File: config.mk
export PLATFORM = sky130hd
export DESIGN_NAME = ppp_control_negotiation_fsm_core
export DESIGN_NICKNAME = d
export VERILOG_FILES = /design/src/hdl/pppcnf_pkg.sv /design/src/hdl/pppcnf_step.sv /design/src/hdl/pppcnf_outq.sv /design/src/hdl/ppp_control_negotiation_fsm_core.sv
export SDC_FILE = /design/constraint.sdc
export NUM_CORES = 1
export LEC_CHECK = 0
export BUFFER_PORTS_ARGS = -buffer_cell sky130_fd_sc_hd__buf_4
export CORE_ASPECT_RATIO = 0.75
export CORE_MARGIN = 8
export CORE_UTILIZATION = 45
export DETAILED_ROUTE_END_ITERATION = 12
export HOLD_SLACK_MARGIN = 0.12
export PLACE_DENSITY_LB_ADDON = 0.1
export SYNTH_ARGS = -nofsm -noshare
export SYNTH_HDL_FRONTEND = slang
export SYNTH_SLANG_ARGS = --single-unit
File: constraint.sdc
create_clock -name clock -period 5.2 [get_ports clock]
set_clock_uncertainty 0.1 [all_clocks]
set_input_delay 0.26 -clock clock [delete_from_list [all_inputs] [get_ports clock]]
set_output_delay 0.26 -clock clock [all_outputs]
set_load 0.01 [all_outputs]
File: src/hdl/pppcnf_pkg.sv
// Types, codes and reset constants shared by the PPP control negotiation core.
// No dependencies; every other file in hdl/ refers to this package by scope.
`default_nettype none

package pppcnf_pkg;

   typedef enum logic [2:0] {
      PH_STOPPED  = 3'd0,
      PH_STOPPING = 3'd1,
      PH_REQSENT  = 3'd2,
      PH_ACKRCVD  = 3'd3,
      PH_ACKSENT  = 3'd4,
      PH_OPENED   = 3'd5
   } phase_type;

   localparam logic [7:0] CODE_REQ  = 8'd1;
   localparam logic [7:0] CODE_ACK  = 8'd2;
   localparam logic [7:0] CODE_NAK  = 8'd3;
   localparam logic [7:0] CODE_REJ  = 8'd4;
   localparam logic [7:0] CODE_TREQ = 8'd5;
   localparam logic [7:0] CODE_TACK = 8'd6;
   localparam logic [7:0] CODE_CREJ = 8'd7;

   localparam logic KIND_PACKET    = 1'b0;
   localparam logic KIND_PROTO_REJ = 1'b1;

   localparam logic CMD_TICK  = 1'b0;

   localparam logic [1:0] VERDICT_ACK = 2'd0;
   localparam logic [1:0] VERDICT_NAK = 2'd1;

   localparam logic [1:0] CSR_MAX_REQUESTS  = 2'd0;
   localparam logic [1:0] CSR_RESTART_TICKS = 2'd1;
   localparam logic [1:0] CSR_OWN_PROTOCOL  = 2'd2;

   localparam logic [7:0]  RST_MAX_REQUESTS  = 8'd10;
   localparam logic [15:0] RST_RESTART_TICKS = 16'd3;
   localparam logic [15:0] RST_OWN_PROTOCOL  = 16'hC021;

   typedef struct packed {
      phase_type   phase;
      logic [7:0]  budget_left;
      logic [7:0]  ident_counter;
      logic [7:0]  pending_ident;
      logic        answer_seen;
      logic [15:0] timer_left;
      logic        timer_armed;
   } ctl_state_type;

   typedef struct packed {
      logic [7:0]  max_requests;
      logic [15:0] restart_ticks;
      logic [15:0] own_protocol;
   } cfg_type;

   typedef struct packed {
      logic        command;
      logic [15:0] frame_protocol;
      logic [7:0]  frame_code;
      logic [7:0]  frame_ident;
      logic [11:0] frame_bytes;
      logic [15:0] declared_length;
      logic [1:0]  option_verdict;
   } item_type;

   typedef struct packed {
      logic       out_kind;
      logic [7:0] out_code;
      logic [7:0] out_ident;
   } result_type;

   typedef struct packed {
      logic [1:0]            count;
      result_type [1:0]      res;
   } step_out_type;

endpackage

`default_nettype wire

File: src/hdl/pppcnf_step.sv
// Combinational step of the negotiation automaton: next state and up to two results.
// Depends on pppcnf_pkg.
`default_nettype none

module pppcnf_step (
   input  pppcnf_pkg::ctl_state_type state_cur,
   input  pppcnf_pkg::cfg_type       cfg,
   input  pppcnf_pkg::item_type      item,
   output pppcnf_pkg::ctl_state_type state_next,
   output pppcnf_pkg::step_out_type  step_out
);

   function automatic pppcnf_pkg::ctl_state_type use_budget(pppcnf_pkg::ctl_state_type s);
      pppcnf_pkg::ctl_state_type t;
      t = s;
      if (t.budget_left != 8'd0) begin
         t.budget_left = t.budget_left - 8'd1;
      end
      return t;
   endfunction

   function automatic pppcnf_pkg::ctl_state_type arm(pppcnf_pkg::ctl_state_type s,
                                                    logic [15:0] ticks);
      pppcnf_pkg::ctl_state_type t;
      t = s;
      t.timer_left  = ticks;
      t.timer_armed = 1'b1;
      return t;
   endfunction

   function automatic pppcnf_pkg::ctl_state_type disarm(pppcnf_pkg::ctl_state_type s);
      pppcnf_pkg::ctl_state_type t;
      t = s;
      t.timer_left  = 16'd0;
      t.timer_armed = 1'b0;
      return t;
   endfunction

   // Fresh request takes a new identifier and a full budget; a retransmit keeps both.
   function automatic pppcnf_pkg::ctl_state_type send_req(pppcnf_pkg::ctl_state_type s,
                                                         logic again,
                                                         pppcnf_pkg::cfg_type c);
      pppcnf_pkg::ctl_state_type t;
      t = s;
      if (!again) begin
         t.budget_left   = c.max_requests;
         t.ident_counter = t.ident_counter + 8'd1;
         t.pending_ident = t.ident_counter;
      end
      t.answer_seen = 1'b0;
      t = use_budget(t);
      t = arm(t, c.restart_ticks);
      return t;
   endfunction

   function automatic pppcnf_pkg::step_out_type emit(pppcnf_pkg::step_out_type o,
                                                    logic kind, logic [7:0] code,
                                                    logic [7:0] ident);
      pppcnf_pkg::step_out_type t;
      t = o;
      t.res[t.count[0]] = '{out_kind: kind, out_code: code, out_ident: ident};
      t.count = t.count + 2'd1;
      return t;
   endfunction

   logic [16:0] need_bytes;
   logic        len_bad;
   logic        ident_match;

   assign need_bytes  = {1'b0, item.declared_length} + 17'd4;
   assign len_bad     = (item.frame_bytes <= 12'd6) || (need_bytes > {5'd0, item.frame_bytes});
   assign ident_match = (item.frame_ident == state_cur.pending_ident) && !state_cur.answer_seen;

   always_comb begin
      pppcnf_pkg::ctl_state_type s;
      pppcnf_pkg::step_out_type  o;
      logic [7:0]                reply;
      s = state_cur;
      o = '0;
      reply = pppcnf_pkg::CODE_REJ;
      if (item.command == pppcnf_pkg::CMD_TICK) begin
         if (s.timer_armed) begin
            if (s.timer_left > 16'd1) begin
               s.timer_left = s.timer_left - 16'd1;
            end else begin
               s = disarm(s);
               case (s.phase)
                  pppcnf_pkg::PH_STOPPING: begin
                     if (s.budget_left == 8'd0) begin
                        s.phase = pppcnf_pkg::PH_STOPPED;
                     end else begin
                        s.ident_counter = s.ident_counter + 8'd1;
                        s.pending_ident = s.ident_counter;
                        o = emit(o, pppcnf_pkg::KIND_PACKET, pppcnf_pkg::CODE_TREQ,
                                 s.pending_ident);
                        s = arm(s, cfg.restart_ticks);
                        s = use_budget(s);
                     end
                  end
                  pppcnf_pkg::PH_REQSENT, pppcnf_pkg::PH_ACKRCVD,
                  pppcnf_pkg::PH_ACKSENT: begin
                     if (s.budget_left == 8'd0) begin
                        s.phase = pppcnf_pkg::PH_STOPPED;
                     end else begin
                        s = send_req(s, 1'b1, cfg);
                        o = emit(o, pppcnf_pkg::KIND_PACKET, pppcnf_pkg::CODE_REQ,
                                 s.pending_ident);
                        if (s.phase == pppcnf_pkg::PH_ACKRCVD) begin
                           s.phase = pppcnf_pkg::PH_REQSENT;
                        end
                     end
                  end
                  default: ;
               endcase
            end
         end
      end else if (item.frame_bytes >= 12'd4) begin
         if (item.frame_protocol != cfg.own_protocol) begin
            o = emit(o, pppcnf_pkg::KIND_PROTO_REJ, 8'd0, 8'd0);
         end else if (!len_bad) begin
            case (item.frame_code)
               pppcnf_pkg::CODE_REQ: begin
                  if (s.phase inside {pppcnf_pkg::PH_OPENED, pppcnf_pkg::PH_STOPPED}) begin
                     s = send_req(s, 1'b0, cfg);
                     o = emit(o, pppcnf_pkg::KIND_PACKET, pppcnf_pkg::CODE_REQ,
                              s.pending_ident);
                     s.phase = pppcnf_pkg::PH_REQSENT;
                  end
                  if (item.option_verdict == pppcnf_pkg::VERDICT_ACK) begin
                     reply = pppcnf_pkg::CODE_ACK;
                  end else if (item.option_verdict == pppcnf_pkg::VERDICT_NAK) begin
                     reply = pppcnf_pkg::CODE_NAK;
                  end
                  o = emit(o, pppcnf_pkg::KIND_PACKET, reply, item.frame_ident);
                  if (reply == pppcnf_pkg::CODE_ACK) begin
                     if (s.phase == pppcnf_pkg::PH_ACKRCVD) begin
                        s = disarm(s);
                        s.phase = pppcnf_pkg::PH_OPENED;
                     end else begin
                        s.phase = pppcnf_pkg::PH_ACKSENT;
                     end
                  end else if (s.phase != pppcnf_pkg::PH_ACKRCVD) begin
                     s.phase = pppcnf_pkg::PH_REQSENT;
                  end
               end
               pppcnf_pkg::CODE_ACK: begin
                  if (ident_match) begin
                     s.answer_seen = 1'b1;
                     case (s.phase)
                        pppcnf_pkg::PH_STOPPED: begin
                           o = emit(o, pppcnf_pkg::KIND_PACKET, pppcnf_pkg::CODE_TACK,
                                    item.frame_ident);
                        end
                        pppcnf_pkg::PH_REQSENT: begin
                           s.phase       = pppcnf_pkg::PH_ACKRCVD;
                           s.budget_left = cfg.max_requests;
                        end
                        pppcnf_pkg::PH_ACKSENT: begin
                           s = disarm(s);
                           s.phase       = pppcnf_pkg::PH_OPENED;
                           s.budget_left = cfg.max_requests;
                        end
                        pppcnf_pkg::PH_ACKRCVD, pppcnf_pkg::PH_OPENED: begin
                           s = disarm(s);
                           s = send_req(s, 1'b0, cfg);
                           o = emit(o, pppcnf_pkg::KIND_PACKET, pppcnf_pkg::CODE_REQ,
                                    s.pending_ident);
                           s.phase = pppcnf_pkg::PH_REQSENT;
                        end
                        default: ;
                     endcase
                  end
               end
               pppcnf_pkg::CODE_NAK, pppcnf_pkg::CODE_REJ: begin
                  if (ident_match) begin
                     s.answer_seen = 1'b1;
                     case (s.phase)
                        pppcnf_pkg::PH_STOPPED: begin
                           o = emit(o, pppcnf_pkg::KIND_PACKET, pppcnf_pkg::CODE_TACK,
                                    item.frame_ident);
                        end
                        pppcnf_pkg::PH_REQSENT, pppcnf_pkg::PH_ACKSENT: begin
                           s = disarm(s);
                           s = send_req(s, 1'b0, cfg);
                           o = emit(o, pppcnf_pkg::KIND_PACKET, pppcnf_pkg::CODE_REQ,
                                    s.pending_ident);
                        end
                        pppcnf_pkg::PH_ACKRCVD, pppcnf_pkg::PH_OPENED: begin
                           s = disarm(s);
                           s = send_req(s, 1'b0, cfg);
                           o = emit(o, pppcnf_pkg::KIND_PACKET, pppcnf_pkg::CODE_REQ,
                                    s.pending_ident);
                           s.phase = pppcnf_pkg::PH_REQSENT;
                        end
                        default: ;
                     endcase
                  end
               end
               pppcnf_pkg::CODE_TREQ: begin
                  if (s.phase inside {pppcnf_pkg::PH_ACKRCVD, pppcnf_pkg::PH_ACKSENT}) begin
                     s.phase = pppcnf_pkg::PH_REQSENT;
                  end else if (s.phase == pppcnf_pkg::PH_OPENED) begin
                     s.budget_left = 8'd0;
                     s.phase       = pppcnf_pkg::PH_STOPPING;
                     s = arm(s, cfg.restart_ticks);
                  end
                  o = emit(o, pppcnf_pkg::KIND_PACKET, pppcnf_pkg::CODE_TACK,
                           item.frame_ident);
               end
               pppcnf_pkg::CODE_TACK: begin
                  if (s.phase == pppcnf_pkg::PH_STOPPING) begin
                     s = disarm(s);
                     s.phase = pppcnf_pkg::PH_STOPPED;
                  end else if (s.phase == pppcnf_pkg::PH_ACKRCVD) begin
                     s.phase = pppcnf_pkg::PH_REQSENT;
                  end else if (s.phase == pppcnf_pkg::PH_OPENED) begin
                     s = send_req(s, 1'b0, cfg);
                     o = emit(o, pppcnf_pkg::KIND_PACKET, pppcnf_pkg::CODE_REQ,
                              s.pending_ident);
                     s.phase = pppcnf_pkg::PH_REQSENT;
                  end
               end
               pppcnf_pkg::CODE_CREJ: begin
                  if (s.phase == pppcnf_pkg::PH_ACKRCVD) begin
                     s.phase = pppcnf_pkg::PH_REQSENT;
                  end
               end
               default: ;
            endcase
         end
      end
      state_next = s;
      step_out   = o;
   end

endmodule

`default_nettype wire

File: src/hdl/pppcnf_outq.sv
// Two-entry result queue: loads all results of one step at once, drains one beat a cycle while rsp_tready is high.
// Depends on pppcnf_pkg.
`default_nettype none

module pppcnf_outq (
   input  wire                       clock,
   input  wire                       reset,
   input  wire                       push,
   input  pppcnf_pkg::step_out_type  step_out,
   input  pppcnf_pkg::phase_type     link_phase,
   output logic                      free,
   output logic                      rsp_tvalid,
   input  wire                       rsp_tready,
   output logic [23:0]               rsp_tdata,   // out_code[7:0], out_ident[15:8], link_state[18:16]
   output logic                      rsp_tuser,   // out_kind
   output logic                      rsp_tlast
);

   typedef struct packed {
      pppcnf_pkg::result_type r;
      pppcnf_pkg::phase_type  link;
      logic                   last;
   } slot_type;

   slot_type   slot0_ff, slot0_in;
   slot_type   slot1_ff, slot1_in;
   logic [1:0] count_ff, count_in;
   logic       pop;
   logic       load;

   assign pop  = (count_ff != 2'd0) && rsp_tready;
   assign free = (count_ff == 2'd0) || ((count_ff == 2'd1) && rsp_tready);
   assign load = push && (step_out.count != 2'd0);

   always_comb begin
      slot0_in = slot0_ff;
      slot1_in = slot1_ff;
      count_in = count_ff;
      if (load) begin
         slot0_in = '{r: step_out.res[0], link: link_phase,
                      last: (step_out.count == 2'd1)};
         slot1_in = '{r: step_out.res[1], link: link_phase, last: 1'b1};
         count_in = step_out.count;
      end else if (pop) begin
         slot0_in = slot1_ff;
         count_in = count_ff - 2'd1;
      end
   end

   always_ff @(posedge clock) begin
      if (reset) begin
         count_ff <= 2'd0;
      end else begin
         count_ff <= count_in;
      end
   end

   // payload, no reset
   always_ff @(posedge clock) begin
      slot0_ff <= slot0_in;
      slot1_ff <= slot1_in;
   end

   assign rsp_tvalid = (count_ff != 2'd0);
   assign rsp_tdata  = {5'd0, slot0_ff.link, slot0_ff.r.out_ident, slot0_ff.r.out_code};
   assign rsp_tuser  = slot0_ff.r.out_kind;
   assign rsp_tlast  = slot0_ff.last;

endmodule

`default_nettype wire

File: src/hdl/ppp_control_negotiation_fsm_core.sv
// PPP control-protocol negotiation core: input register, step logic, result queue.
// Depends on pppcnf_pkg, pppcnf_step and pppcnf_outq.
//
// Use:
//   req_*  : one beat per timer tick (tuser = 0) or received frame header (tuser = 1).
//   rsp_*  : zero, one or two beats per input beat, in order; tlast marks the final
//            beat of each input, tuser marks a protocol-reject.
//   csr_*  : register writes, index 0 max_requests, 1 restart_ticks, 2 own_protocol;
//            always ready, other indexes ignored. Write only while idle.
// Path: an accepted beat is registered in the input register, stepped once the result
//   queue is free, and its results are registered in the queue before they leave on rsp_*.
// Throughput: one input beat a cycle while each yields at most one result and rsp_tready
//   stays high; an input giving two results holds the step, as the two-entry result
//   queue must drain to one entry before the next step loads.
// Reset: link state stopped, timer disarmed, counters zero, registers at defaults.
// Stall: when rsp_tready is low the queue holds, the step waits, and once the
//   input register is full req_tready drops.
`default_nettype none

module ppp_control_negotiation_fsm_core (
   input  wire         clock,
   input  wire         reset,
   input  wire         req_tvalid,
   output logic        req_tready,
   // frame_protocol[15:0], frame_code[23:16], frame_ident[31:24], frame_bytes[43:32],
   // declared_length[59:44], option_verdict[61:60]
   input  wire  [63:0] req_tdata,
   input  wire         req_tuser,    // command
   output logic        rsp_tvalid,
   input  wire         rsp_tready,
   output logic [23:0] rsp_tdata,    // out_code[7:0], out_ident[15:8], link_state[18:16]
   output logic        rsp_tuser,    // out_kind
   output logic        rsp_tlast,
   input  wire         csr_valid,
   output logic        csr_ready,
   input  wire  [1:0]  csr_index,
   input  wire  [15:0] csr_data
);

   logic                      in_valid_ff, in_valid_in;
   pppcnf_pkg::item_type      item_ff;
   pppcnf_pkg::ctl_state_type state_ff, state_in;
   pppcnf_pkg::cfg_type       cfg_ff, cfg_in;
   pppcnf_pkg::step_out_type  step_out;
   logic                      q_free;
   logic                      advance;
   logic                      req_beat;

   assign csr_ready  = 1'b1;
   assign advance    = in_valid_ff && q_free;
   assign req_tready = !in_valid_ff || advance;
   assign req_beat   = req_tvalid && req_tready;

   assign in_valid_in = req_beat || (in_valid_ff && !advance);

   always_comb begin
      cfg_in = cfg_ff;
      if (csr_valid) begin
         case (csr_index)
            pppcnf_pkg::CSR_MAX_REQUESTS:  cfg_in.max_requests  = csr_data[7:0];
            pppcnf_pkg::CSR_RESTART_TICKS: cfg_in.restart_ticks = csr_data;
            pppcnf_pkg::CSR_OWN_PROTOCOL:  cfg_in.own_protocol  = csr_data;
            default: ;
         endcase
      end
   end

   always_ff @(posedge clock) begin
      if (reset) begin
         in_valid_ff <= 1'b0;
         state_ff    <= '{phase: pppcnf_pkg::PH_STOPPED, default: '0};
         cfg_ff      <= '{max_requests:  pppcnf_pkg::RST_MAX_REQUESTS,
                          restart_ticks: pppcnf_pkg::RST_RESTART_TICKS,
                          own_protocol:  pppcnf_pkg::RST_OWN_PROTOCOL};
      end else begin
         in_valid_ff <= in_valid_in;
         if (advance) begin
            state_ff <= state_in;
         end
         cfg_ff <= cfg_in;
      end
   end

   always_ff @(posedge clock) begin
      if (req_beat) begin
         item_ff <= '{command:         req_tuser,
                      frame_protocol:  req_tdata[15:0],
                      frame_code:      req_tdata[23:16],
                      frame_ident:     req_tdata[31:24],
                      frame_bytes:     req_tdata[43:32],
                      declared_length: req_tdata[59:44],
                      option_verdict:  req_tdata[61:60]};
      end
   end

   pppcnf_step u_step (
      .state_cur  (state_ff),
      .cfg        (cfg_ff),
      .item       (item_ff),
      .state_next (state_in),
      .step_out   (step_out)
   );

   pppcnf_outq u_outq (
      .clock      (clock),
      .reset      (reset),
      .push       (advance),
      .step_out   (step_out),
      .link_phase (state_in.phase),
      .free       (q_free),
      .rsp_tvalid (rsp_tvalid),
      .rsp_tready (rsp_tready),
      .rsp_tdata  (rsp_tdata),
      .rsp_tuser  (rsp_tuser),
      .rsp_tlast  (rsp_tlast)
   );

   // a protocol-reject beat carries no code and no identifier
   a_prej_zero: assert property (@(posedge clock) disable iff (reset)
      rsp_tvalid && rsp_tuser |-> rsp_tdata[15:0] == 16'd0)
      else $error("protocol-reject beat with non-zero code or identifier");

   a_disarmed_clear: assert property (@(posedge clock) disable iff (reset)
      !state_ff.timer_armed |-> state_ff.timer_left == 16'd0)
      else $error("disarmed timer holds a count");

   a_opened_no_timer: assert property (@(posedge clock) disable iff (reset)
      state_ff.phase == pppcnf_pkg::PH_OPENED |-> !state_ff.timer_armed)
      else $error("restart timer running in opened state");

   a_pair_follows: assert property (@(posedge clock) disable iff (reset)
      rsp_tvalid && rsp_tready && !rsp_tlast |=> rsp_tvalid)
      else $error("second result of a step missing");

endmodule

`default_nettype wire

After elaboration in Yosys (flattened, before gate mapping)
Cells that the tools add are included.
- output and inout port bits: 29
- word-level logic and storage cells: 256
- bits in registers: 192
- input bits: 88
- add/subtract/negate cells: 11
- multiplexer cells: 115
- $lt $le $gt $ge: 6
- eq/ne operators: 49
- reduce and logical (&&, ||, !) cells: 47
- operators with widths (kind ; count):
    24-bit two-way mux ; 33
    45-bit two-way mux ; 16
    36-bit two-way mux ; 15
    42-bit case mux with 5 select lines ; 1
    36-bit case mux with 5 select lines ; 1
    45-bit case mux with 2 select lines ; 2
    42-bit two-way mux ; 4
    35-bit two-way mux ; 4
    35-bit case mux with 3 select lines ; 1
    8-bit two-way mux ; 12
    36-bit case mux with 2 select lines ; 1
    35-bit case mux with 2 select lines ; 1
    34-bit case mux with 2 select lines ; 1
    17-bit two-way mux ; 3
    8-bit nonzero test ; 6
    8-bit by 1-bit subtractor with 8-bit output, second input constant ; 6
    21-bit two-way mux ; 2
    19-bit AND reduction ; 2
    34-bit bitwise mux ; 1
    11-bit case mux with 3 select lines ; 1
    8-bit by 3-bit == test with 1-bit output, second input constant ; 4
    28-bit two-way mux ; 1
    8-bit by 2-bit == test with 1-bit output, second input constant ; 3
    3-bit two-way mux ; 8
    48 further kinds ; 99

Logic depth before layout (Yosys ltp)
- depth after elaboration: 27
- gate-level depth with buffers: 16

By module
A second synthesis with hierarchy kept.
- cell total of the unflattened synthesis: 1348
- area total of the unflattened synthesis: 12117.9 sq um
- modules (own cells, without submodules) (module ; seq. area each (sq um) ; instances ; area each (sq um) ; cells each):
    ppp_control_negotiation_fsm_core ; 3613.5 ; 1 ; 5544.1 ; 434
    pppcnf_step ; 0.0 ; 1 ; 4844.6 ; 781
    pppcnf_outq ; 1271.2 ; 1 ; 1729.2 ; 133

Worst setup path before layout
Ideal clock, no wire load.
- path type: flip-flop to flip-flop
- start point: reg item_ff[4] in the netlist's numbering
- end point: reg u_outq.slot0_ff, in the netlist u_outq.rsp_tdata[13] (data pin)
- library setup time: 0.262 ns
- setup slack: 1.052 ns
- required time: 4.838 ns
- buffers on the path: 2
- cell stages (with the launch flop): 16
- arrival: 3.785 ns
- clock period less this slack: 4.148 ns
- cell sequence: edfxtp_1 -> ha_1 -> and4_1 -> nand4_1 -> xnor2_1 -> ha_1 -> a21o_1 -> a211o_1 -> or4_1 -> a211oi_1 -> buf_4 -> o21ai_0 -> a21o_1 -> inv_2 -> buf_4 -> mux2_1
- RTL lines (element ; RTL line ; RTL):
    start: declaration ; ppp_control_negotiation_fsm_core.sv:41 ; pppcnf_pkg::item_type item_ff;
    start signal: assignment ; ppp_control_negotiation_fsm_core.sv:86 ; item_ff <= '{command: req_tuser,
    end signal: assignment ; pppcnf_outq.sv:60 ; slot0_ff <= slot0_in;
    end: declaration ; pppcnf_outq.sv:25 ; slot_type slot0_ff, slot0_in;

==> impl.org <==
** Timing
- For the pin with the worst max-slew slack, the measured transition is 0.993 ns.
- Subtracting the final worst setup slack from the clock period gives 4.59 ns.
- The final-report max-slew violation count came to 0.
- Endpoints failing setup :: 0
- Total negative setup slack :: 0 ns
- Timing would allow up to 218 MHz.
- Max-slew headroom :: 33.2%
- Worst-case hold slack :: 0.157 ns
- Final period utilization :: 88.2%
- Setup repair after global routing left no endpoint under its margin.
- Hold Violations, Final :: 0

** Setup path
- Endpoint arrival time on the critical path :: 4.67 ns
- In this run the register-to-register setup slack is between 0.6 and 0.7 ns.
- STA classifies the critical path startpoint as a flip-flop.
- Crit Path Max Fanout :: 25
- Critical path class :: reg -> reg
- STA classifies the critical path endpoint as a flip-flop.
- Critical Path RT :: 5.28 ns

** Status
- Status :: completed

** Routing
- Detailed routing inserted a total of about 8000 vias.
- Total iterations of the first detailed-routing run :: 5
- For this block, the routed nets add up to 25000 um of wire.
- Average detailed-routed wire length per instance :: 17.6 um
- DR DRC count :: 0
- Using the TritonRoute via totals, the vias-per-cell ratio works out to 5.61.
- In this run the remaining antenna-violating nets after routing total 0.
- Number of design-rule violations left by the first detailed-router iteration :: between 800 and 900

** Die
- After floorplanning, the core was sized to cover approximately 20000 um2.
- Die Width :: 182 um
- Die area :: between 20000 and 30000 um2
- Chip Height :: 140 um
- Top-Level Pins :: 117
- Number of rows in the core area :: 45
- Initial Utilization :: 45.9%

** Synth
- Instance count of the mapped netlist :: 986
- Prevailing post-synth register cell :: edfxtp_1
- Yosys warns :: 0
- Fraction of the yosys area taken by sequential cells :: 47.4%
- Count of cell types in the netlist :: slightly above 80
- Post-Synthesis Mean Instance Area :: 9.40 um2
- Summing every instance area after synthesis gives 9270 um2.
- Async SR Flop Fraction :: 0%
- Counting flops with a built-in enable in the synthesized netlist gives 93.
- Synthesis inferred 173 register bits.

** CTS
- Register clock-pin slew on the reported worst setup and hold paths :: 0.08 ns
- The clock drives 173 sinks.
- Cts repair resizes :: 0
- Post-CTS timing repair inserted 0 buffers for setup.
- Clock latency on the worst-skew pair, taken at its later pin, is between 0.4 and 0.5 ns.
- Level count of the clock H-tree :: 4
- In this run, CTS created clock tree buffers numbering 17.
- The clock passes through at most 2 buffers.
- CTS placed an instance of clkbuf_16 at the clock tree root.
- Clock tree from TritonCTS :: built

** Pwr
- For this design the static power due to leakage is roughly 0.0044 uW.
- Peak supply drop :: 200 uV
- Power per standard cell area :: 301 nW/um2

** Global routing
- Entering global routing, the biggest net connects 55 pins.
- First-pass GRT wire length :: 40000 um
- Number of antenna violations at the first check in global routing :: 0
- Total gr overflow :: 0
- The number of global-route vias before repair came to 7462.
- Global router's overall resource usage :: approximately a fifth

** Cells and area
- The top cell types in the final layout, fill and taps aside, are nand2_1, buf_4, edfxtp_1.
- Final layout net count :: about 1300
- Post-layout util :: between 50 and 60%
- Antenna diode instance count :: 0
- Fraction of final layout cells with drive strength greater than 1 :: roughly 15%
- Compared with the post-synthesis result, the final layout area differs by 25.3%.
- The library cell used most frequently in the layout, excluding fill and tap cells, is nand2_1.
- Layout Cell Area excl Fill :: 11600 um2

** Place
- IO Port Bufs :: a little over 100
- Routability-driven placement finished with a final weighted congestion of 0.929.
- Instance area after placement :: 10200 um2
- Detailed placement HPWL :: ~18000 um

** Job
- Maxcap violations :: 0

** Min path
- Min-Delay Path Class :: in -> reg
-- final cells by class --
| class | count | area [um2] |
|---|---|---|
| well taps | 258 | 323 |
| flip-flops and latches | 173 | 4390 |
| clock buffers | 18 | 450 |
| repair buffers | 196 | 1670 |
| fillers | 1760 | 8600 |
| clock inverters | 14 | 163 |
| inverters | 38 | 143 |
| multi-input cells | 723 | 4470 |
-- metal layers --
metal,up-vias,routed length (um),GRT usage [%]
met2,285,10200,27.2
li1,3925,-,-
met1,3737,12900,28.9
met5,-,0,0
met3,23,1770,4.99
met4,0,229,4.39
-- final timing paths --
check | to | from | cells after the start
setup reg to reg | u_outq.rsp_tdata[8] | item_ff[4] | 14
setup / recovery | u_outq.rsp_tdata[8] | item_ff[4] | 14
hold / removal | in_valid_ff | rsp_tready | 4
hold reg to reg | cfg_ff[30] | cfg_ff[30] | 2
-- synth_stat cells (all sizes together), types with 9 or more instances --
library cell  number  share of area (%)
nor2              83                3.4
xor2              23                2.2
dfxtp             80                 17
a211oi            12               0.97
clkbuf            38                1.5
nor2b              9               0.61
a22o              10               0.94
edfxtp            93                 30
or4                9               0.77
o31ai             12                1.0
nand4             14                1.0
nor4              17                1.4
nor3              27                1.5
and2              19                1.3
o2bb2ai           11                1.0
a31oi             14               0.94
a21oi             87                4.7
o21ai             28                1.6
buf               23                1.7
nand3             30                1.7
xnor2             33                3.1
nand2            122                4.9
ha                22                3.0
inv               37                1.5
-- power by group --
group          internal [uW]  switching, uW  total, uW
combinational            252            316        569
sequential              1580           64.1       1640
clock                    674            615       1290
total                   2500            995       3500
-- sequential cells by signal, summed over array words and instances, names as in the netlist, 2 cells and up --
register          flops
state_ff             37
item_ff              63
u_outq.count_ff       2
u_outq.rsp_tdata     14
u_outq.slot1_ff      14
cfg_ff               40
-- critical path: stages (launching register included) --
cell and delay [ns]:
edfxtp_1 0.40, ha_1 0.21, and4_1 0.26, nand4_1 0.13, xnor2_1 0.15, ha_1 0.29, a21o_1 0.17, a211o_1 0.28
or4_1 0.51, a211oi_1 0.27, buf_4 0.24, o21ai_0 0.12, a21o_1 0.38, inv_2 0.43, mux2_2 0.39
-- through the flow --
stage          setup WS, ns  instances  power [uW]
3_5_place_dp          0.599       1308        2190
2_1_floorplan          1.05        995        1980
5_1_grt               0.310       1420        3650
6_report              0.612       1420        3500
3_3_place_gp          0.646       1308        2180
4_1_cts               0.575       1420        3520
-- kinds of logic after synthesis --
group	Yosys count	synth area share [%]
adders and majority gates	22	2.97
muxes	14	1.59
AOI/OAI and AO/OA	243	17.7
buffers and inverters	99	4.78
and+or+nand+nor	377	20.2
xor gates and xnor gates	56	5.29
other	2	0.0810
DFF	173	47.4
-- repair_timing --
item,in CTS,in global routing
endpoints found under the hold margin,104,0
hold buffers,80,0
endpoints found under the setup margin,0,0
(Power assumes the default switching activity.)
